[src/rtl/lwsl_pkg.sv]
// shared types and constants for the longest window sum block
package lwsl_pkg;

    // result field and channel widths
    localparam int BEST_W     = 13;
    localparam int M_TDATA_W  = 16;

    // configuration port
    localparam int CFG_DATA_W = 32;
    localparam int PADDR_W    = 2;

    // byte address of the sum limit register
    localparam logic [PADDR_W-1:0] SUM_LIMIT_ADDR = '0;

    // one transaction handed from the input register to the window core
    typedef struct packed {
        logic fire;
        logic last;
    } step_t;

endpackage

[src/rtl/lwsl_cfg.sv]
// configuration register file holding the window sum limit
module lwsl_cfg import lwsl_pkg::*; (
    input  logic                  aclk,
    input  logic                  aresetn,
    input  logic                  psel,
    input  logic                  penable,
    input  logic                  pwrite,
    input  logic [PADDR_W-1:0]    paddr,
    input  logic [CFG_DATA_W-1:0] pwdata,
    output logic [CFG_DATA_W-1:0] prdata,
    output logic                  pready,
    output logic [CFG_DATA_W-1:0] sum_limit
);

    logic [CFG_DATA_W-1:0] sum_limit_reg;
    logic [CFG_DATA_W-1:0] sum_limit_next;
    logic                  wr_hit;

    // the only register sits at byte offset zero, other addresses are ignored
    assign wr_hit = psel && penable && pwrite && pready && (paddr == SUM_LIMIT_ADDR);

    always_comb begin
        sum_limit_next = sum_limit_reg;
        if (wr_hit) begin
            sum_limit_next = pwdata;
        end
    end

    always_ff @(posedge aclk) begin
        if (!aresetn) begin
            sum_limit_reg <= '0;
        end else begin
            sum_limit_reg <= sum_limit_next;
        end
    end

    assign prdata    = sum_limit_reg;
    assign pready    = 1'b1;
    assign sum_limit = sum_limit_reg;

endmodule

[config.mk]
export PLATFORM = sky130hd
export DESIGN_NAME = lwsl_cfg
export DESIGN_NICKNAME = d
export VERILOG_FILES = /design/src/rtl/lwsl_pkg.sv /design/src/rtl/lwsl_cfg.sv
export SDC_FILE = /design/constraint.sdc
export NUM_CORES = 1
export LEC_CHECK = 0
export ABC_CLOCK_PERIOD_IN_PS = 800
export BUFFER_PORTS_ARGS = -buffer_cell sky130_fd_sc_hd__buf_2
export CAP_MARGIN = 25
export CORE_ASPECT_RATIO = 1.1
export CORE_UTILIZATION = 37
export CTS_CLUSTER_DIAMETER = 30
export DETAILED_ROUTE_END_ITERATION = 8
export GPL_TIMING_DRIVEN = 0
export PLACE_DENSITY = 0.75
export SYNTH_ARGS = -nofsm -noshare
export SYNTH_HDL_FRONTEND = slang
export SYNTH_SLANG_ARGS = --single-unit
[constraint.sdc]
create_clock -name aclk -period 0.8 [get_ports aclk]
set_input_delay 0.04 -clock aclk [delete_from_list [all_inputs] [get_ports aclk]]
set_output_delay 0.04 -clock aclk [all_outputs]
set_load 0.05 [all_outputs]
== Yosys cells after proc, flatten, opt, wreduce, memory -nomap -nowiden ==
Index checks and enable logic that the tools add are counted.
Cells by class
  reductions and logical operators: 4
Operator list (number)
  1-bit logical AND: 3
  2-bit zero test: 1
Word-level totals
  register bits: 32
  input bits: 39
  output and inout port bits: 65

== Logic depth before layout (Yosys ltp) ==
  depth in word-level cells: 3
  gate-level depth with buffers: 5
  mapped depth without buffers: 3

== Least setup slack after synthesis ==
OpenSTA, ideal clock, no wires.
  path type: register -> output
  from: register sum_limit_reg[0] (netlist: prdata[0])
  to: output port sum_limit[0]
  data arrival time: 913 ps
  path slack: -153 ps
  stages on the path, launching flop included: 2
  path through: dfxtp_1 > buf_4
RTL lines
  from (decl): RTL line lwsl_cfg.sv:15  | logic [CFG_DATA_W-1:0] sum_limit_reg;
  from (signal assigned): RTL line lwsl_cfg.sv:33  | sum_limit_reg <= sum_limit_next;
  to (decl): RTL line lwsl_cfg.sv:12  | output logic [CFG_DATA_W-1:0] sum_limit
No word-level cell between the ends.

== Worst setup path in the final report ==
  from: register sum_limit_reg[23] (netlist: prdata[23])
  to: output port sum_limit[23]
No word-level cell between the ends.

==> out/qor.tcl <==
set qor(floorplan.die.width_um) 64.0
set qor(drt-pass1-iter-count) 4
set qor(drt-vias-per-instance) 4.47
set qor(dp_hpwl_mm) 2.71
set qor(report.final.hold_viol_count) 0
set qor(die-area_sq_um) 4490
set qor(grt_antenna_before_repair) 0
set qor(most_frequent_cells_after_synthesis) {sky130_fd_sc_hd__nand2_1, sky130_fd_sc_hd__buf_4, sky130_fd_sc_hd__dfxtp_1, sky130_fd_sc_hd__mux2i_1, sky130_fd_sc_hd__clkbuf_1}
set qor(crit_family) {flip-flops}
set qor(use_met2) 0.469
set qor(grt.met3_usage) 0.0490
set qor(syn_area_sq_um) 1570
set qor(growth_of_design_area_from_synthesis_to_finish_pct) 112
set qor(grt_setup_unrepaired) {true}
set qor(largest_register_ffs) 32
set qor(clock_tree_buffer_depth) 2
set qor(ys_seq_elements) 32
set qor(global_route.peak_usage_layer) {met2}
set qor(area.sequential_sq_um) 741
set qor(vias_in_the_first_global_route) 1633
set qor(start_util) 0.392
set qor(grt_first_pass_wirelength_mm) 7.79
set qor(hold_class) {in2reg}
set qor(globalplace.congestion) 0.717
set qor(arrival_ps) 890
set qor(grtUsageTotal) 0.230
set qor(cts_htree_levels) 2
set qor(critical_path.cell_chain) {buf_6 > buf_8}
set qor(clkLatencyLatePin_ps) 270
set qor(final_period_minus_worst_setup_slack_ps) 931
set qor(dr_total_vias) 1619
set qor(fillers) 211
set qor(final_layout_size_suffix_gt1_frac) 0.600
set qor(nets) 349
set qor(maximum_vdd_drop_v) 0.00113
set qor(final-instance-count-excl-fill) 362
set qor(clock_tree.root_cell) {sky130_fd_sc_hd__clkbuf_8}
set qor(gr-usage-met1) 0.219
set qor(fmax_mhz) 1070
set qor(ys_async_sr_fraction) 0
set qor(post-layout-total-power_mw) 3.55
set qor(fp.dieH_um) 70.2
set qor(netlist.top_cell.by_area) {sky130_fd_sc_hd__dfxtp_1}
set qor(core.rowCount) 24
set qor(slowest_stage) {sky130_fd_sc_hd__dfxtp_4}
set qor(p_per_area_nw_per_um2) 1070
set qor(setup_viol) 64
set qor(tritoncts.num_buffers) 5
set qor(postRouteWirelength_mm) 5.18
set qor(design.portCount) 104
set qor(first_iter_violations) 43
set qor(worstSetupPathType) {reg2out}
set qor(clock_tree_from_tritoncts) {yes}
set qor(core_sq_um) 3990
set qor(io_buffer_count) 101
set qor(synth-edff-count) 0
set qor(clk_pin_slew_ps) 60
set qor(stdcell_area_sq_um) 3310
set qor(mappedNetlistNets) 214
set qor(total_instance_count_after_detailed_placement) 328
set qor(syn_area_per_cell_sq_um) 8.94
set qor(cpPeakStageDelay_ps) 360
set qor(setup_ws_ps) -131
set qor(detail_route.wl_per_cell_um) 14.3
set qor(critical_path_buf_inv_count) 2
set qor(run_status) {finished, violations left}
set qor(slew_violations) 0
set qor(route.antenna.remaining_nets) 0
set qor(synth.most_common_cell) {sky130_fd_sc_hd__nand2_1}
set qor(clock-sinks) 32
set qor(synth_top_cell_area_share) 0.409
set qor(critical_path_end_type) {output pin}
set qor(netlist_instances) 175
set qor(seq_area_frac_synth) 0.409
set qor(drt_drc_violations_left) 0
set qor(overflow) 0
set qor(min_period_over_period) 1.16
set qor(synth_area_leaders) {sky130_fd_sc_hd__dfxtp_1, sky130_fd_sc_hd__mux2i_1, sky130_fd_sc_hd__buf_4, sky130_fd_sc_hd__nand2_1, sky130_fd_sc_hd__buf_12}
set qor(static-leakage-power_nw) 1.47
set qor(required_time_of_the_worst_setup_path_ps) 760
set qor(grt_max_degree) 11
set qor(cp_max_fo) 3
set qor(detailed_place.area_sq_um) 2180
set qor(fin_skew_ps) 0
set qor(yosys_most_used_dff) {sky130_fd_sc_hd__dfxtp_1}
set qor(antennaDiodeCount) 0
set qor(fin_tns_setup_ps) -4850
set qor(synthDistinctLibCells) 11
set qor(violations) {negative setup slack}
set qor(drv_cap) 0
set qor(start_kind) {register}
set qor(ys_warn_count) 0
set qor(pre_cts_slack_ps) -217
set qor(area_used_by_multi_input_combinational_logic_sq_um) 577
## cell type report
type | instances | share of cell area
plain buffers | 44 | 0.142
clock buffers | 7 | 0.0291
multi-input cells | 99 | 0.174
flip-flops and latches | 32 | 0.224
well taps | 52 | 0.0196
repair buffers | 128 | 0.411
## path summary, 6_finish.rpt
kind,startpoint,end,slack (ps),cells after the start
min,pwdata[1],prdata[1]$_SDFFE_PN0P_,8,3
max,prdata[23]$_SDFFE_PN0P_,sum_limit[23],-130,2
max reg2reg,prdata[10]$_SDFFE_PN0P_,prdata[10]$_SDFFE_PN0P_,40,3
min reg2reg,prdata[31]$_SDFFE_PN0P_,prdata[31]$_SDFFE_PN0P_,480,2
## per-layer routing
layer  up-vias  wire (um)
li1        788          -
met1       763       1710
met2        60       3150
met3         8        249
met4         0         81
met5         -          0
## logic make-up (layout without fill, tap and decap cells)
family | Yosys count | in the layout | share of synthesized area
buffers and inverters | 44 | 179 | 0.222
DFF | 32 | 32 | 0.409
muxes | 32 | 32 | 0.205
other | 1 | 1 | 0.00240
and+or+nand+nor | 66 | 66 | 0.161
## worst reg2reg max path, stage by stage (launching register included)
cell                      delay (ps)
sky130_fd_sc_hd__dfxtp_2         370
sky130_fd_sc_hd__buf_4           120
sky130_fd_sc_hd__nand2_1          40
sky130_fd_sc_hd__mux2i_1         150
## what timing repair did
item	in CTS	in global routing
gates cloned	0	0
gates resized for setup	176	65
setup endpoints to repair	64	72
endpoints found under the hold margin	22	0
hold buffers	22	0
buffers inserted	1	4
## where the power goes
group          total [mW]  internal [mW]  switching, mW
clock                1.31          0.765          0.547
combinational       0.667          0.335          0.331
sequential           1.57           1.55         0.0273
total                3.55           2.65          0.906
## through the flow
step                      hold WS [ps]  utilization
after floorplan                    175            -
after global placement             280        0.545
after detailed placement           286        0.545
after CTS                       0.0268        0.771
after global routing              10.5        0.829
final                             8.13        0.829
## placed cells by master, fill, tap and decap left out
cell / n
sky130_fd_sc_hd__dfxtp_2: 8
sky130_fd_sc_hd__clkbuf_1: 3
sky130_fd_sc_hd__buf_4: 8
sky130_fd_sc_hd__nor2_1: 1
sky130_fd_sc_hd__buf_6: 40
sky130_fd_sc_hd__buf_2: 39
sky130_fd_sc_hd__buf_12: 3
sky130_fd_sc_hd__conb_1: 1
sky130_fd_sc_hd__clkbuf_2: 2
sky130_fd_sc_hd__buf_8: 55
sky130_fd_sc_hd__mux2i_1: 32
sky130_fd_sc_hd__clkbuf_8: 7
sky130_fd_sc_hd__dlygate4sd3_1: 22
sky130_fd_sc_hd__dfxtp_4: 24
sky130_fd_sc_hd__nand2_1: 64
sky130_fd_sc_hd__and4_1: 1
No activity file was read; power rests on OpenSTA's default activity.
